[src/hdl/assert_macros.svh]
// Assertion macros used by the top RTL file of the allele counter.
// Depends on nothing; include by bare file name.
`ifndef ASSERT_MACROS_SVH
`define ASSERT_MACROS_SVH

`ifndef SYNTHESIS
// Clocked assertion, disabled while reset is asserted (active-low reset).
`define GAC_ASSERT(lbl, clk, rstn, prop, msg) \
  lbl: assert property (@(posedge clk) disable iff (!(rstn)) (prop)) else $error(msg);
// Clocked assertion that is also checked during reset.
`define GAC_ASSERT_NR(lbl, clk, prop, msg) \
  lbl: assert property (@(posedge clk) (prop)) else $error(msg);
`else
`define GAC_ASSERT(lbl, clk, rstn, prop, msg)
`define GAC_ASSERT_NR(lbl, clk, prop, msg)
`endif

`endif

[src/hdl/gac_pkg.sv]
// Package of the allele counter: sizes, codes, command types and the code mapping.
// Depends on nothing; used by every other .sv file by scoped names.
package gac_pkg;

  localparam int MAX_INDIVIDUALS = 4096;
  localparam int COUNT_WIDTH     = 20;
  localparam int LANES           = 4;
  localparam int ROWS            = MAX_INDIVIDUALS / LANES;
  localparam int ROW_W           = $clog2(ROWS);
  localparam int IND_W           = 12;
  localparam int CFG_W           = 13;
  localparam int BYTE_W          = 8;
  localparam int QDEPTH          = 2;
  localparam int QPTR_W          = $clog2(QDEPTH);
  localparam int QCNT_W          = $clog2(QDEPTH + 1);

  localparam logic [CFG_W-1:0] CFG_RESET    = 13'd4096;
  localparam logic [1:0]       CODE_MISSING = 2'd3;
  localparam logic             OP_ACC       = 1'b0;
  localparam logic             OP_READ      = 1'b1;

  typedef logic [COUNT_WIDTH-1:0]            count_t;
  typedef logic [LANES-1:0][COUNT_WIDTH-1:0] row_t;
  typedef logic [LANES-1:0][1:0]             adds_t;

  typedef struct packed {
    logic             is_read;
    logic [ROW_W-1:0] row;
    logic [1:0]       lane;
    adds_t            adds;
  } cmd_t;

  typedef struct packed {
    logic clearing;
  } back_stat_t;

  function automatic logic [1:0] code_to_alleles(input logic [1:0] code, input logic inv);
    logic [1:0] res;
    if (code == CODE_MISSING) begin
      res = 2'd0;
    end else if (inv) begin
      res = 2'd2 - code;
    end else begin
      res = code;
    end
    return res;
  endfunction

endpackage

[src/hdl/gac_ifs.sv]
// Channel interfaces of the allele counter: input items, results, configuration.
// Depends on gac_pkg.
interface gac_in_if;
  logic                           valid;
  logic                           ready;
  logic                           opcode;
  logic [gac_pkg::BYTE_W-1:0]     packed_byte;
  logic [9:0]                     byte_index;
  logic                           row_selected;
  logic                           invert;
  logic [gac_pkg::IND_W-1:0]      individual_index;

  modport source(output valid, opcode, packed_byte, byte_index, row_selected, invert,
                 individual_index, input ready);
  modport sink(input valid, opcode, packed_byte, byte_index, row_selected, invert,
               individual_index, output ready);
endinterface


interface gac_cfg_if;
  logic                      valid;
  logic                      ready;
  logic [gac_pkg::CFG_W-1:0] individuals_in_use;

  modport source(output valid, individuals_in_use, input ready);
  modport sink(input valid, individuals_in_use, output ready);
endinterface

[src/hdl/gac_front.sv]
// Front end: holds the individual-count register, accepts items and turns them into commands.
// Depends on gac_pkg and gac_ifs.
module gac_front (
  input  logic                clk,
  input  logic                rst_n,
  gac_in_if.sink              in_ch,
  gac_cfg_if.sink             cfg_ch,
  input  gac_pkg::back_stat_t stat,
  input  logic                q_full,
  output logic                push,
  output gac_pkg::cmd_t       push_cmd
);

  logic [gac_pkg::CFG_W-1:0] ind_use_r;
  logic [gac_pkg::CFG_W-1:0] ind_use_nxt;
  gac_pkg::adds_t            adds;
  logic                      accept;
  logic [gac_pkg::IND_W-1:0] ind;

  assign cfg_ch.ready = 1'b1;
  assign in_ch.ready  = !stat.clearing && !q_full;
  assign accept       = in_ch.valid && in_ch.ready;

  always_comb begin
    ind_use_nxt = ind_use_r;
    if (cfg_ch.valid) begin
      ind_use_nxt = cfg_ch.individuals_in_use;
    end
  end

  always_ff @(posedge clk) begin
    if (!rst_n) begin
      ind_use_r <= gac_pkg::CFG_RESET;
    end else begin
      ind_use_r <= ind_use_nxt;
    end
  end

  // Map each code to an allele count; drop positions past the individual count.
  always_comb begin
    ind = '0;
    for (int p = 0; p < gac_pkg::LANES; p++) begin
      ind = {in_ch.byte_index, 2'(p)};
      if ({1'b0, ind} < ind_use_r) begin
        adds[p] = gac_pkg::code_to_alleles(in_ch.packed_byte[2*p +: 2], in_ch.invert);
      end else begin
        adds[p] = 2'd0;
      end
    end
  end

  always_comb begin
    push_cmd.is_read = (in_ch.opcode == gac_pkg::OP_READ);
    push_cmd.row     = push_cmd.is_read ? in_ch.individual_index[gac_pkg::IND_W-1:2]
                                        : in_ch.byte_index;
    push_cmd.lane    = in_ch.individual_index[1:0];
    push_cmd.adds    = adds;
    // Unselected rows and all-zero adds change nothing: drop them here.
    push = accept && (push_cmd.is_read || (in_ch.row_selected && (|adds)));
  end

endmodule

[src/flat_wrapper.sv]
// flat-port wrapper written by rule: the top's interface ports become plain ports
module gac_front_flat 
  (clk, rst_n, stat, q_full, push, push_cmd, in_ch_valid, in_ch_opcode, in_ch_packed_byte, in_ch_byte_index, in_ch_row_selected, in_ch_invert, in_ch_individual_index, in_ch_ready, cfg_ch_valid, cfg_ch_individuals_in_use, cfg_ch_ready);
  gac_in_if in_ch_i ();
  gac_cfg_if cfg_ch_i ();
  input  logic clk;
  input  logic rst_n;
  input  gac_pkg::back_stat_t stat;
  input  logic q_full;
  output logic push;
  output gac_pkg::cmd_t push_cmd;
  input wire logic [$bits(in_ch_i.valid)-1:0] in_ch_valid;
  input wire logic [$bits(in_ch_i.opcode)-1:0] in_ch_opcode;
  input wire logic [$bits(in_ch_i.packed_byte)-1:0] in_ch_packed_byte;
  input wire logic [$bits(in_ch_i.byte_index)-1:0] in_ch_byte_index;
  input wire logic [$bits(in_ch_i.row_selected)-1:0] in_ch_row_selected;
  input wire logic [$bits(in_ch_i.invert)-1:0] in_ch_invert;
  input wire logic [$bits(in_ch_i.individual_index)-1:0] in_ch_individual_index;
  output wire logic [$bits(in_ch_i.ready)-1:0] in_ch_ready;
  input wire logic [$bits(cfg_ch_i.valid)-1:0] cfg_ch_valid;
  input wire logic [$bits(cfg_ch_i.individuals_in_use)-1:0] cfg_ch_individuals_in_use;
  output wire logic [$bits(cfg_ch_i.ready)-1:0] cfg_ch_ready;
  assign in_ch_i.valid = in_ch_valid;
  assign in_ch_i.opcode = in_ch_opcode;
  assign in_ch_i.packed_byte = in_ch_packed_byte;
  assign in_ch_i.byte_index = in_ch_byte_index;
  assign in_ch_i.row_selected = in_ch_row_selected;
  assign in_ch_i.invert = in_ch_invert;
  assign in_ch_i.individual_index = in_ch_individual_index;
  assign in_ch_ready = in_ch_i.ready;
  assign cfg_ch_i.valid = cfg_ch_valid;
  assign cfg_ch_i.individuals_in_use = cfg_ch_individuals_in_use;
  assign cfg_ch_ready = cfg_ch_i.ready;
  gac_front u_core (.clk(clk), .rst_n(rst_n), .in_ch(in_ch_i), .cfg_ch(cfg_ch_i), .stat(stat), .q_full(q_full), .push(push), .push_cmd(push_cmd));
endmodule
[config.mk]
export PLATFORM = sky130hd
export DESIGN_NAME = gac_front_flat
export DESIGN_NICKNAME = d
export VERILOG_FILES = /design/src/hdl/assert_macros.svh /design/src/hdl/gac_pkg.sv /design/src/hdl/gac_ifs.sv /design/src/hdl/gac_front.sv /design/src/flat_wrapper.sv
export SDC_FILE = /design/constraint.sdc
export NUM_CORES = 1
export LEC_CHECK = 0
export BUFFER_PORTS_ARGS = -buffer_cell sky130_fd_sc_hd__buf_4
export CORE_MARGIN = 2
export CORE_UTILIZATION = 40
export CTS_BUF_LIST = sky130_fd_sc_hd__clkbuf_4 sky130_fd_sc_hd__clkbuf_8
export DETAILED_ROUTE_END_ITERATION = 12
export HOLD_SLACK_MARGIN = 0.15
export PLACE_DENSITY = 0.82
export SLEW_MARGIN = 20
export SYNTH_ARGS = -nofsm -noshare
export SYNTH_HDL_FRONTEND = slang
export SYNTH_SLANG_ARGS = --single-unit
[constraint.sdc]
create_clock -name clk -period 2 [get_ports clk]
set_clock_uncertainty 0.1 [all_clocks]
set_input_delay 0.3 -clock clk [delete_from_list [all_inputs] [get_ports clk]]
set_output_delay 0.3 -clock clk [all_outputs]
set_load 0.02 [all_outputs]
==> results.yml <==
yosys:
  synth.distinct_cells: 33
  synth_ff_type: "dfxtp_1"
  synth_area_leaders: "dfxtp_1 21%, ha_1 19%, mux2i_1 14%, mux2_2 8.1%, nor2b_1 6.5%"
  ys_async_sr_fraction: 0
  avgSynthCellArea_um2: 8.80
  yosys.area.top_type: "dfxtp_1"
  synth_edf_count: 0
  netlist_instances: 143
  synth_top_family_by_area: "multiplexers"
  synth_xor_area_frac: 0
  synth.most_common_cell: "ha_1"
  synth.area.mux_share: 0.216
  synth_fa_ha_area_frac: 0.189
  synth_common_cells: "19 x ha_1, 17 x mux2i_1, 16 x inv_1"
  yosys_warnings: 0
  synth_compound_area_frac: 0.0984
  ys_seq_area_frac: 0.207
  synthSimpleGateAreaFrac: 0.200
  netlist_area_mm2: 0.00126
  ys_ff_latch: 13
  synth_nets: 214
  synth_top_area_share: 0.207
clock_network:
  cts_buffer_depth: 2
  cts_tree: "yes"
  clk_pin_slew_ns: 0.07
  cts_buffers: 3
  clockRootBuffer: "clkbuf_4"
  cts_htree_levels: 1
  insertion_delay_ns: 0.28
  numClockSinks: 13
routing:
  drt_iter0_drc: 14
  routed_wl_um: 3420
  viasPerCell: 4.71
  first_pass_iters: 3
  vias: 1280
  wl_per_cell_um: 12.6
  drc_errors: 0
  ant_nets: 0
setup_path:
  start_kind: "register"
  worstPathRequired_ns: 1.60
  crit_end: "push"
  crit_chain: "inv_2 > ha_4 > nand4b_4 > or3_4 > or3_4 > o211ai_4 > a31oi_4 > buf_6"
  critPathCaptureType: "output port"
  path_buf_inv: 2
  cp_slowest_cell: "or3_4"
  path_class: "register to output port"
  reg2reg_from: "u_core.ind_use_r[4]"
  cp_common_cell: "or3_4"
  ff2ff_setup_slack_ns: 1.15
  startpoint: "u_core.ind_use_r[10]"
  slowest_delay_ns: 0.38
  cp_max_fo: 4
  cp_num_cells: 8
  cp.arrival_ns: 2.12
  r2r_end: "u_core.ind_use_r[4]"
  r2r_cells: 3
  critical_path.top_delay_family: "simple AND/OR/NAND/NOR gates"
job:
  cap_violations: 0
final_layout:
  drive_gt1_frac: 0.640
  syn_to_final_growth_pct: 76.5
  diodes: 0
  regMostFlops: "u_core.ind_use_r"
  biggestRegsByFlops: "u_core.ind_use_r x13"
  largest_register_ffs: 13
  fin_cells: 272
  utilization: 0.734
  fin_nets: 300
placed_design:
  gp_congestion: 0.781
  port_buffers: 70
  placedCellCount: 265
  dp_hpwl_um: 2660
sta:
  holdWs_ns: 0.151
  rsz0062_at_grt: "true"
  hold_viol: 0
  min_period_over_period: 1.26
  fin_ws_ns: -0.524
  setup_viol: 9
  period_needed_ns: 2.52
  maxSlewViolCount: 0
  clock.fmax_mhz: 396
floorplanning:
  core_area_mm2: 0.00303
  start_util: 0.416
  die_x_um: 60.1
  rows: 20
  io_pins: 76
  dieArea_mm2: 0.00361
  chipHeight_um: 60.1
global_routing:
  grt_pass1_wl_um: 5220
  grt_pass1_vias: 1224
  grt_overflow: 0
  antenna_found_initial: 0
  track_usage: 0.190
  grt_start_max_net_pins: 15
power:
  power_density_mw_per_mm2: 419
  p_leak_uw: 0.00106
  worst_ir_drop_vdd_uv: 382
min_path:
  hp-class: "input pin to register"
outcome:
  violations: "negative setup slack"
  status: "complete, but fails checks"
==> final cells by class <==
type,instances,area [µm²]
inverter,16,60.1
clock buffer,4,30.0
timing repair buffer,90,697
tap,44,55.1
multi-input combinational,105,1110
fill,232,806
sequential,13,272
==> layer usage <==
metal,track usage,vias to the layer above,part of all wire
li1,-,658,-
met1,0.231,581,0.42
met2,0.345,36,0.52
met3,0.0238,5,0.049
met4,0.0571,0,0.011
met5,0,-,0
==> worst reg2reg max path, cell delays in order, from the launching register on <==
cell,delay [ns]
dfxtp_2,0.33
buf_4,0.13
mux2i_1,0.13
nor2b_1,0.06
==> repair_timing <==
item,4_1_cts,5_1_grt
hold buffers,1,0
endpoints found under the hold margin,1,0
endpoints found under the setup margin,9,9
buffers inserted,1,2
gates resized for setup,19,14
pin swaps,7,6
==> kinds of logic (layout without fill, tap and decap cells) <==
logic type / after synthesis / count (layout)
buffers and inverters: 25 / 110
muxes: 26 / 26
AOI/OAI and AO/OA: 18 / 18
and+or+nand+nor: 41 / 41
DFF: 13 / 13
adders and majority gates: 19 / 19
other: 1 / 1
==> stage by stage <==
step           instance area (µm²)  setup TNS [ns]  setup WS, ns  total power, µW
2_1_floorplan                 1350          -0.293       -0.0866              517
3_3_place_gp                  2010           -1.83        -0.308              693
3_5_place_dp                  2010           -2.01        -0.329              701
4_1_cts                       2140           -4.02        -0.562              902
5_1_grt                       2220           -4.30        -0.574              987
6_report                      2220           -3.78        -0.524              930
==> worst min path at each step <==
stage,startpoint,endpoint,cells past startpoint
after floorplan,rst_n,u_core.ind_use_r[4],1
after global placement,u_core.ind_use_r[9],u_core.ind_use_r[9],2
after detailed placement,u_core.ind_use_r[9],u_core.ind_use_r[9],2
after CTS,rst_n,u_core.ind_use_r[12],2
after global routing,rst_n,u_core.ind_use_r[12],2
final,rst_n,u_core.ind_use_r[12],2
==> cells in the final DEF (no fill, tap or decap), types with 2 or more instances in the layout <==
cell	synthesis	final
a21oi_1	7	2
a21oi_2	0	3
a21oi_4	0	2
and2_1	2	2
and3_4	0	2
buf_4	4	84
buf_6	0	5
clkbuf_4	0	4
dfxtp_1	13	4
dfxtp_2	0	9
ha_1	19	12
ha_4	0	7
inv_1	16	11
inv_2	0	5
mux2_2	9	9
mux2i_1	17	17
nand2_1	4	4
nor2_1	9	7
nor2_2	0	2
nor2b_1	13	13
nor4_4	0	2
o21ai_0	2	2
or3_4	2	2
==> report_power, final <==
| part | total [µW] | switching, µW | leakage [µW] | internal (µW) |
|---|---|---|---|---|
| registers | 287 | 10.2 | 0.000111 | 276 |
| clock network | 177 | 86.0 | 0.0000184 | 91.1 |
| logic | 467 | 212 | 0.000933 | 254 |
Power figures use the tool's default switching activity.
