===== src/hdl/assert_macros.svh =====
// Assertion macros used by the top RTL file of the allele counter.
// Depends on nothing; include by bare file name.
`ifndef ASSERT_MACROS_SVH
`define ASSERT_MACROS_SVH

`ifndef SYNTHESIS
// Clocked assertion, disabled while reset is asserted (active-low reset).
`define GAC_ASSERT(lbl, clk, rstn, prop, msg) \
  lbl: assert property (@(posedge clk) disable iff (!(rstn)) (prop)) else $error(msg);
// Clocked assertion that is also checked during reset.
`define GAC_ASSERT_NR(lbl, clk, prop, msg) \
  lbl: assert property (@(posedge clk) (prop)) else $error(msg);
`else
`define GAC_ASSERT(lbl, clk, rstn, prop, msg)
`define GAC_ASSERT_NR(lbl, clk, prop, msg)
`endif

`endif


===== src/hdl/gac_pkg.sv =====
// Package of the allele counter: sizes, codes, command types and the code mapping.
// Depends on nothing; used by every other .sv file by scoped names.
package gac_pkg;

  localparam int MAX_INDIVIDUALS = 4096;
  localparam int COUNT_WIDTH     = 20;
  localparam int LANES           = 4;
  localparam int ROWS            = MAX_INDIVIDUALS / LANES;
  localparam int ROW_W           = $clog2(ROWS);
  localparam int IND_W           = 12;
  localparam int CFG_W           = 13;
  localparam int BYTE_W          = 8;
  localparam int QDEPTH          = 2;
  localparam int QPTR_W          = $clog2(QDEPTH);
  localparam int QCNT_W          = $clog2(QDEPTH + 1);

  localparam logic [CFG_W-1:0] CFG_RESET    = 13'd4096;
  localparam logic [1:0]       CODE_MISSING = 2'd3;
  localparam logic             OP_ACC       = 1'b0;
  localparam logic             OP_READ      = 1'b1;

  typedef logic [COUNT_WIDTH-1:0]            count_t;
  typedef logic [LANES-1:0][COUNT_WIDTH-1:0] row_t;
  typedef logic [LANES-1:0][1:0]             adds_t;

  typedef struct packed {
    logic             is_read;
    logic [ROW_W-1:0] row;
    logic [1:0]       lane;
    adds_t            adds;
  } cmd_t;

  typedef struct packed {
    logic clearing;
  } back_stat_t;

  function automatic logic [1:0] code_to_alleles(input logic [1:0] code, input logic inv);
    logic [1:0] res;
    if (code == CODE_MISSING) begin
      res = 2'd0;
    end else if (inv) begin
      res = 2'd2 - code;
    end else begin
      res = code;
    end
    return res;
  endfunction

endpackage


===== src/hdl/gac_queue.sv =====
// Small command queue between the front end and the counter back end.
// Depends on gac_pkg.
module gac_queue (
  input  logic          clk,
  input  logic          rst_n,
  input  logic          push,
  input  gac_pkg::cmd_t push_cmd,
  input  logic          pop,
  output gac_pkg::cmd_t head,
  output logic          full,
  output logic          empty
);

  gac_pkg::cmd_t              slots_r [gac_pkg::QDEPTH];
  logic [gac_pkg::QPTR_W-1:0] wr_ptr_r, wr_ptr_nxt;
  logic [gac_pkg::QPTR_W-1:0] rd_ptr_r, rd_ptr_nxt;
  logic [gac_pkg::QCNT_W-1:0] cnt_r, cnt_nxt;

  assign full  = (cnt_r == gac_pkg::QCNT_W'(gac_pkg::QDEPTH));
  assign empty = (cnt_r == '0);
  assign head  = slots_r[rd_ptr_r];

  function automatic logic [gac_pkg::QPTR_W-1:0] bump(input logic [gac_pkg::QPTR_W-1:0] p);
    logic [gac_pkg::QPTR_W-1:0] r;
    if (p == gac_pkg::QPTR_W'(gac_pkg::QDEPTH - 1)) begin
      r = '0;
    end else begin
      r = p + 1'b1;
    end
    return r;
  endfunction

  always_comb begin
    wr_ptr_nxt = push ? bump(wr_ptr_r) : wr_ptr_r;
    rd_ptr_nxt = pop ? bump(rd_ptr_r) : rd_ptr_r;
    cnt_nxt    = cnt_r + gac_pkg::QCNT_W'(push) - gac_pkg::QCNT_W'(pop);
  end

  always_ff @(posedge clk) begin
    if (!rst_n) begin
      wr_ptr_r <= '0;
      rd_ptr_r <= '0;
      cnt_r    <= '0;
    end else begin
      wr_ptr_r <= wr_ptr_nxt;
      rd_ptr_r <= rd_ptr_nxt;
      cnt_r    <= cnt_nxt;
    end
  end

  always_ff @(posedge clk) begin
    if (push) begin
      slots_r[wr_ptr_r] <= push_cmd;
    end
  end

endmodule


===== config.mk =====
export PLATFORM = sky130hd
export DESIGN_NAME = gac_queue
export DESIGN_NICKNAME = d
export VERILOG_FILES = /design/src/hdl/assert_macros.svh /design/src/hdl/gac_pkg.sv /design/src/hdl/gac_queue.sv
export SDC_FILE = /design/constraint.sdc
export NUM_CORES = 1
export LEC_CHECK = 0
export BUFFER_PORTS_ARGS = -buffer_cell sky130_fd_sc_hd__buf_2
export CAP_MARGIN = 20
export CORE_UTILIZATION = 40
export DETAILED_ROUTE_END_ITERATION = 10
export GPL_ROUTABILITY_DRIVEN = 0
export SKIP_CTS_REPAIR_TIMING = 1
export SLEW_MARGIN = 20
export SYNTH_ARGS = -nofsm -noshare
export SYNTH_HDL_FRONTEND = slang
export SYNTH_SLANG_ARGS = --single-unit

===== constraint.sdc =====
create_clock -name clk -period 2.44 [get_ports clk]
set_input_delay 0.122 -clock clk [delete_from_list [all_inputs] [get_ports clk]]
set_output_delay 0.122 -clock clk [all_outputs]
set_load 0.005 [all_outputs]

==> results of run 1 <==
## flip-flops by register name, indices dropped and copies added (netlist names), named ones only
name,flops
cnt_r,2
rd_ptr_r,1
wr_ptr_r,1
slots_r,42
## logic make-up after synthesis
family,after synthesis
adders and majority gates,2
xor gates and xnor gates,2
DFF,47
buffers and inverters,4
AOI/OAI and AO/OA,1
muxes,21
and+or+nand+nor,9
## per-stage QoR
| step | util | area, µm² |
|---|---|---|
| 2_1_floorplan | - | 1750 |
| 3_3_place_gp | 0.501 | 2050 |
| 3_5_place_dp | 0.501 | 2050 |
| 4_1_cts | 0.523 | 2140 |
| 5_1_grt | 0.523 | 2140 |
| 6_report | 0.523 | 2140 |
## placed cells by master (no fill, tap or decap), drive strengths merged
cell type,instances
ha,2
o21a,1
xor2,1
clkbuf,7
inv,2
edfxtp,42
and2,4
xnor3,1
clkinv,1
dfxtp,5
nor2b,4
mux2,21
buf,50
nor2,1
## area by class of cell
cell class | instances | area (µm²)
multi-input cells | 35 | 357
well taps | 50 | 62.6
flip-flops and latches | 47 | 1360
clock buffers | 7 | 86.3
inverters | 2 | 7.51
clock inverters | 1 | 5.00
fillers | 364 | 1950
repair buffers | 50 | 258
## cell usage after synthesis, drive strengths merged
master,instances
edfxtp,42
mux2,21
dfxtp,5
and2,4
nor2b,4
buf,2
ha,2
inv,2
nor2,1
o21a,1
xnor3,1
xor2,1
## worst max-delay path by stage
stage                                      from                       to  cells past startpoint
after floorplan           wr_ptr_r$_SDFFE_PN0P_  slots_r[0][0]$_DFFE_PP_                      1
after global placement                     flop                  head[9]                      3
after detailed placement                   flop                  head[9]                      3
after CTS                                  flop                  head[9]                      3
after global routing                       flop                 head[18]                      3
final                                      flop                  head[9]                      3
## power by group
group	total (mW)	internal, mW	switching, mW	leakage (nW)
clock	0.457	0.228	0.228	0.0482
combinational	0.184	0.110	0.0747	0.346
sequential	0.952	0.928	0.0239	0.436
total	1.59	1.27	0.327	0.830
## per-layer routing
metal | vias to the layer above | track usage | routed length (µm)
met4 | 0 | 0.0625 | 31
met3 | 4 | 0.0550 | 151
met2 | 22 | 0.229 | 1540
met5 | - | 0 | 0
li1 | 434 | - | -
met1 | 425 | 0.151 | 1090
==> reports/metrics.yaml, run 1 <==
initial_utilization: 0.427
num_vias: 885
holdPathEnd: "slots_r[0][19]$_DFFE_PP_"
yosysTopAreaCellShare: 0.723
tightest_slew_ns: 0.624
cts_tree: "yes"
ys_top_cells_by_area: "edfxtp_1, mux2_2, dfxtp_1"
synth_top_family_by_area: "multiplexers"
ys_ff_latch: 47
overflow: 0
synthXorXnorAreaFrac: 0.0179
instances_no_fill: 192
yosys.area_share.simple: 0.0308
power_density_mw_per_mm2: 745
setup_tns_ns: 0
path_cells: "buf_4, mux2_2, buf_2"
finalHoldViolations: 0
grt_pass1_wl_mm: 4.35
r2r-start: "wr_ptr_r$_SDFFE_PN0P_"
irDropWorstVdd_mv: 0.485
antenna_found_initial: 0
synth_cells: 86
coreArea_mm2: 0.00409
ant_nets: 0
fp.dieW_um: 68.1
cp-end-kind: "primary output"
routedWlPerCell_um: 14.7
die_y_um: 68.1
worst_r2r_path_depth: 2
maxSlewHeadroom: 0.584
finalSetupViolCount: 0
avgSynthCellArea_um2: 20.3
clock_path_buffers: 2
p_total_mw: 1.59
diodes: 0
die_area_mm2: 0.00463
yosysTopAreaCell: "edfxtp_1"
syn_area_mm2: 0.00175
timing.final.crit_share: 0.775
path_buf_inv: 2
grt_max_degree: 15
synth_mux_area_frac: 0.135
rsz0062_at_grt: "no"
maxCapViolCount: 0
viasPerCell: 4.61
fmax_ghz: 0.529
place_ws_ns: 0.833
reg2reg_to: "slots_r[1][5]$_DFFE_PP_"
synth-compound-area-share: 0.00430
firstDrtPassIters: 4
rows: 23
htreeDepth: 2
fin_skew_ns: 0.00409
worst_setup_path_start_kind: "flop"
period_minus_slack_ns: 1.89
wl_mm: 2.82
max_stage_delay_ns: 0.72
placedCellCount: 184
critical-path-top-delay-family: "flip-flops"
drcViolationCount: 0
clock-sinks: 47
area_delta_synth_final_pct: 22.4
cp.arrival_ns: 1.77
cp_max_fo: 14
critPathKind: "flop to primary output"
grt_pass1_vias: 955
cts_buffers: 5
hpwl_mm: 2.00
ios: 48
yosysWarnings: 0
fin_nets: 168
clock_latency_ns: 0.28
min_path_cells: 1
worstPathRequired_ns: 2.32
p_leak_nw: 0.830
drive_gt1_frac: 0.556
fin_ws_ns: 0.549
synth_fa_ha_area_frac: 0.0143
cp_slowest_cell: "dfxtp_1"
drt-initial-drc-count: 72
worstHoldPathType: "input pin to flop"
clk_pin_slew_worst_paths_ns: 0.08
track_usage: 0.137
syn-num-nets: 113
port_buffers: 47
whs_ns: 0.0214
r2r_setup_slack_ns: 1.05
synth_cell_type_count: 12
status: "finished, final reports clean"
drv_slew: 0
seq_area_frac_synth: 0.780
worstHoldStart: "push_cmd[19]"
clockRootBuffer: "clkbuf_8"
Note: power is estimated with default switching activity, not from simulation.
==> run 2: changes to the inputs <==
--- a/config.mk
+++ b/config.mk
@@ -5,6 +5,7 @@
 export SDC_FILE = /design/constraint.sdc
 export NUM_CORES = 1
 export LEC_CHECK = 0
+export ABC_AREA = 1
 export BUFFER_PORTS_ARGS = -buffer_cell sky130_fd_sc_hd__buf_2
 export CAP_MARGIN = 20
 export CORE_UTILIZATION = 40
==> constraint.sdc (replaced) <==
create_clock -name clk -period 1.9 [get_ports clk]
set_input_delay 0.095 -clock clk [delete_from_list [all_inputs] [get_ports clk]]
set_output_delay 0.095 -clock clk [all_outputs]
set_load 0.005 [all_outputs]
==> run 2 against run 1 <==
Wire length decreased by 4.0%; design area increased by 14%; combinational power increased by 49%; clock skew increased by 0.0022 ns; area after synthesis increased by 4.3%; sequential power increased by 27%; critical path depth unchanged; total power increased by 28%; synthesized cell count increased by 14%; worst hold slack improved by 0.020 ns.
==> reports/metrics.yaml, run 2 <==
avgSynthCellArea_um2: 18.6  # -8.5%
fin_nets: 203  # +21%
synth_ff_type: "edfxtp_1"
track_usage: 0.120  # -0.0168
grt_pass1_vias: 1018  # +6.6%
instances_no_fill: 229  # +19%
yosys-top-cells-count: "edfxtp_1, mux2_4, nor2_1"
clockRootBuffer: "clkbuf_8"
tightest_slew_ns: 0.427  # -0.196 ns
routedWlPerCell_um: 11.8  # -20%
final_common_cell: "buf_2"
setup_tns_ns: 0  # unchanged
clock_path_buffers: 2  # unchanged
worst_setup_path_start_kind: "flop"
drv_slew: 0  # unchanged
period_minus_slack_ns: 1.69
synth_mux_area_frac: 0.171  # +0.0357
htreeDepth: 2  # unchanged
die_y_um: 69.5  # +2.1%
hpwl_mm: 1.99  # -0.71%
reg_top3: "slots_r: 42 flops, cnt_r: 2 flops"
synth_cells: 98  # +14%
maxSlewHeadroom: 0.715  # +0.131
min_path_cells: 3  # +2
ys_top_cells_by_area: "edfxtp_1, mux2_4, dfxtp_1"
largest_register_ffs: 42  # unchanged
wl_mm: 2.71  # -4.0%
initial_utilization: 0.418  # -0.00902
p_seq_frac: 0.595  # -0.002
ios: 48  # unchanged
seq_area_frac_synth: 0.748  # -0.0322
fin_ws_ns: 0.209  # -0.339 ns
antenna_found_initial: 0  # unchanged
synth_cell_type_count: 11  # -1
timing.final.crit_share: 0.890
critPathKind: "flop to primary output"
p_int_mw: 1.61  # +27%
synthXorXnorAreaFrac: 0  # -0.0179
worst_r2r_path_depth: 3  # +1
num_vias: 1025  # +16%
cp.arrival_ns: 1.60  # -0.17 ns
grt_pass1_wl_mm: 4.32  # -0.78%
port_buffers: 47  # unchanged
p_leak_nw: 1.02  # +23%
drive_gt1_frac: 0.458  # -0.0987
clock-sinks: 47  # unchanged
fp.dieW_um: 69.5  # +2.1%
rsz0062_at_grt: "no"
diodes: 0  # unchanged
ys_ff_latch: 47  # unchanged
yosys.area_share.simple: 0.0378  # +0.00698
top_register: "slots_r"
cp-end-kind: "primary output"
yosysTopAreaCell: "edfxtp_1"
status: "finished, final reports clean"
cts_buffers: 5  # unchanged
whs_ns: 0.0417  # +0.0203 ns
yosysWarnings: 0  # unchanged
placedCellCount: 200  # +8.7%
ant_nets: 0  # unchanged
yosys.cell_count.top_type: "edfxtp_1"
p_comb_frac: 0.134  # +0.018
die_area_mm2: 0.00482  # +4.2%
p_sw_frac: 0.210  # +0.00499
synth_top_family_by_area: "multiplexers"
finalHoldViolations: 0  # unchanged
clock_latency_ns: 0.29  # about the same
maxCapViolCount: 0  # unchanged
fmax_ghz: 0.591
drt-initial-drc-count: 44  # -39%
clkPwrFrac: 0.271  # -0.016
syn-num-nets: 125  # +11%
synth_fa_ha_area_frac: 0.0137  # -0.000591
clk_pin_slew_worst_paths_ns: 0.07  # about the same
viasPerCell: 4.48  # -2.9%
power_density_mw_per_mm2: 838  # +12%
p_sw_uw: 429  # +31%
rows: 24  # +4.3%
yosysTopAreaCellShare: 0.693  # -0.0298
irDropWorstVdd_mv: 0.381  # -21%
fin_skew_ns: 0.00624  # +0.00215 ns
place_ws_ns: 0.488  # -0.345 ns
drcViolationCount: 0  # unchanged
cts_tree: "yes"
overflow: 0  # unchanged
area_delta_synth_final_pct: 33.7
worstPathRequired_ns: 1.80  # -0.52 ns
synth-compound-area-share: 0.00275  # -0.00155
mostFrequentLayoutCells: "buf_2, edfxtp_1, dlygate4sd3_1"
finalSetupViolCount: 0  # unchanged
grt_max_degree: 15  # unchanged
firstDrtPassIters: 4  # unchanged
synth-edff-count: 42  # unchanged
synthArstFlopShare: 0  # unchanged
coreArea_mm2: 0.00435  # +6.6%
syn_area_mm2: 0.00182  # +4.3%
cp_max_fo: 8  # -6
fin_util: 0.559  # +0.0359
worstHoldPathType: "input pin to flop"
[run 2: cell types whose count changed in the layout (fill, tap and decap cells not counted), sizes merged, moves of 2 or more]
cell and change:
buf +2, nor2 +8, dlygate4sd3 +21, nand2 +8, inv +5, nor2b -4, and2 -4
[run 2: path summary, 6_finish.rpt]
check,start,end,slack [ns]
worst max-delay path,flop,head[1],0.21
worst min-delay path,rst_n,cnt_r[0]$_SDFF_PN0_,0.04
worst max register to register,wr_ptr_r$_SDFFE_PN0P_,slots_r[1][12]$_DFFE_PP_,0.58
worst min register to register,rd_ptr_r$_SDFFE_PN0P_,flop,0.50
[run 2: through the flow]
stage          power, mW  instance area (µm²)
2_1_floorplan       1.38                 1820
3_3_place_gp        1.47                 2140
3_5_place_dp        1.48                 2140
4_1_cts             2.03                 2220
5_1_grt             2.14                 2430
6_report            2.04                 2430
[run 2: layer usage]
layer | GRT usage | up-vias | part of all wire
li1 | - | 511 | -
met1 | 0.111 | 481 | 0.41
met2 | 0.219 | 29 | 0.51
met3 | 0.0523 | 4 | 0.064
met4 | 0.0612 | 0 | 0.014
met5 | 0 | - | 0
[run 2: cells by family after synthesis]
family | count (synthesis)
flops | 47
mux | 21
simple gates | 18
buf+inv | 9
fa+ha+maj | 2
compound gates | 1
[run 2: power groups by stage]
stage | Clock (mW) | Sequential [mW] | Combinational [mW]
CTS | 0.569 | 1.21 | 0.246
global placement | 0 | 1.23 | 0.236
floorplan | 0 | 1.23 | 0.147
finish | 0.552 | 1.21 | 0.274
global route | 0.615 | 1.22 | 0.303
detailed placement | 0 | 1.24 | 0.246
[run 2: layout make-up]
type	count	area, µm²
clock buffers	6	72.6
repair buffers	73	483
fillers	361	1920
well taps	52	65.1
clock inverters	2	12.5
inverters	7	26.3
flip-flops and latches	47	1360
multi-input cells	42	413
[run 2: worst max-delay path: stages, from the launching register on]
cell	delay, ns
dfxtp_1	0.58
buf_4	0.29
mux2_4	0.31
buf_2	0.12
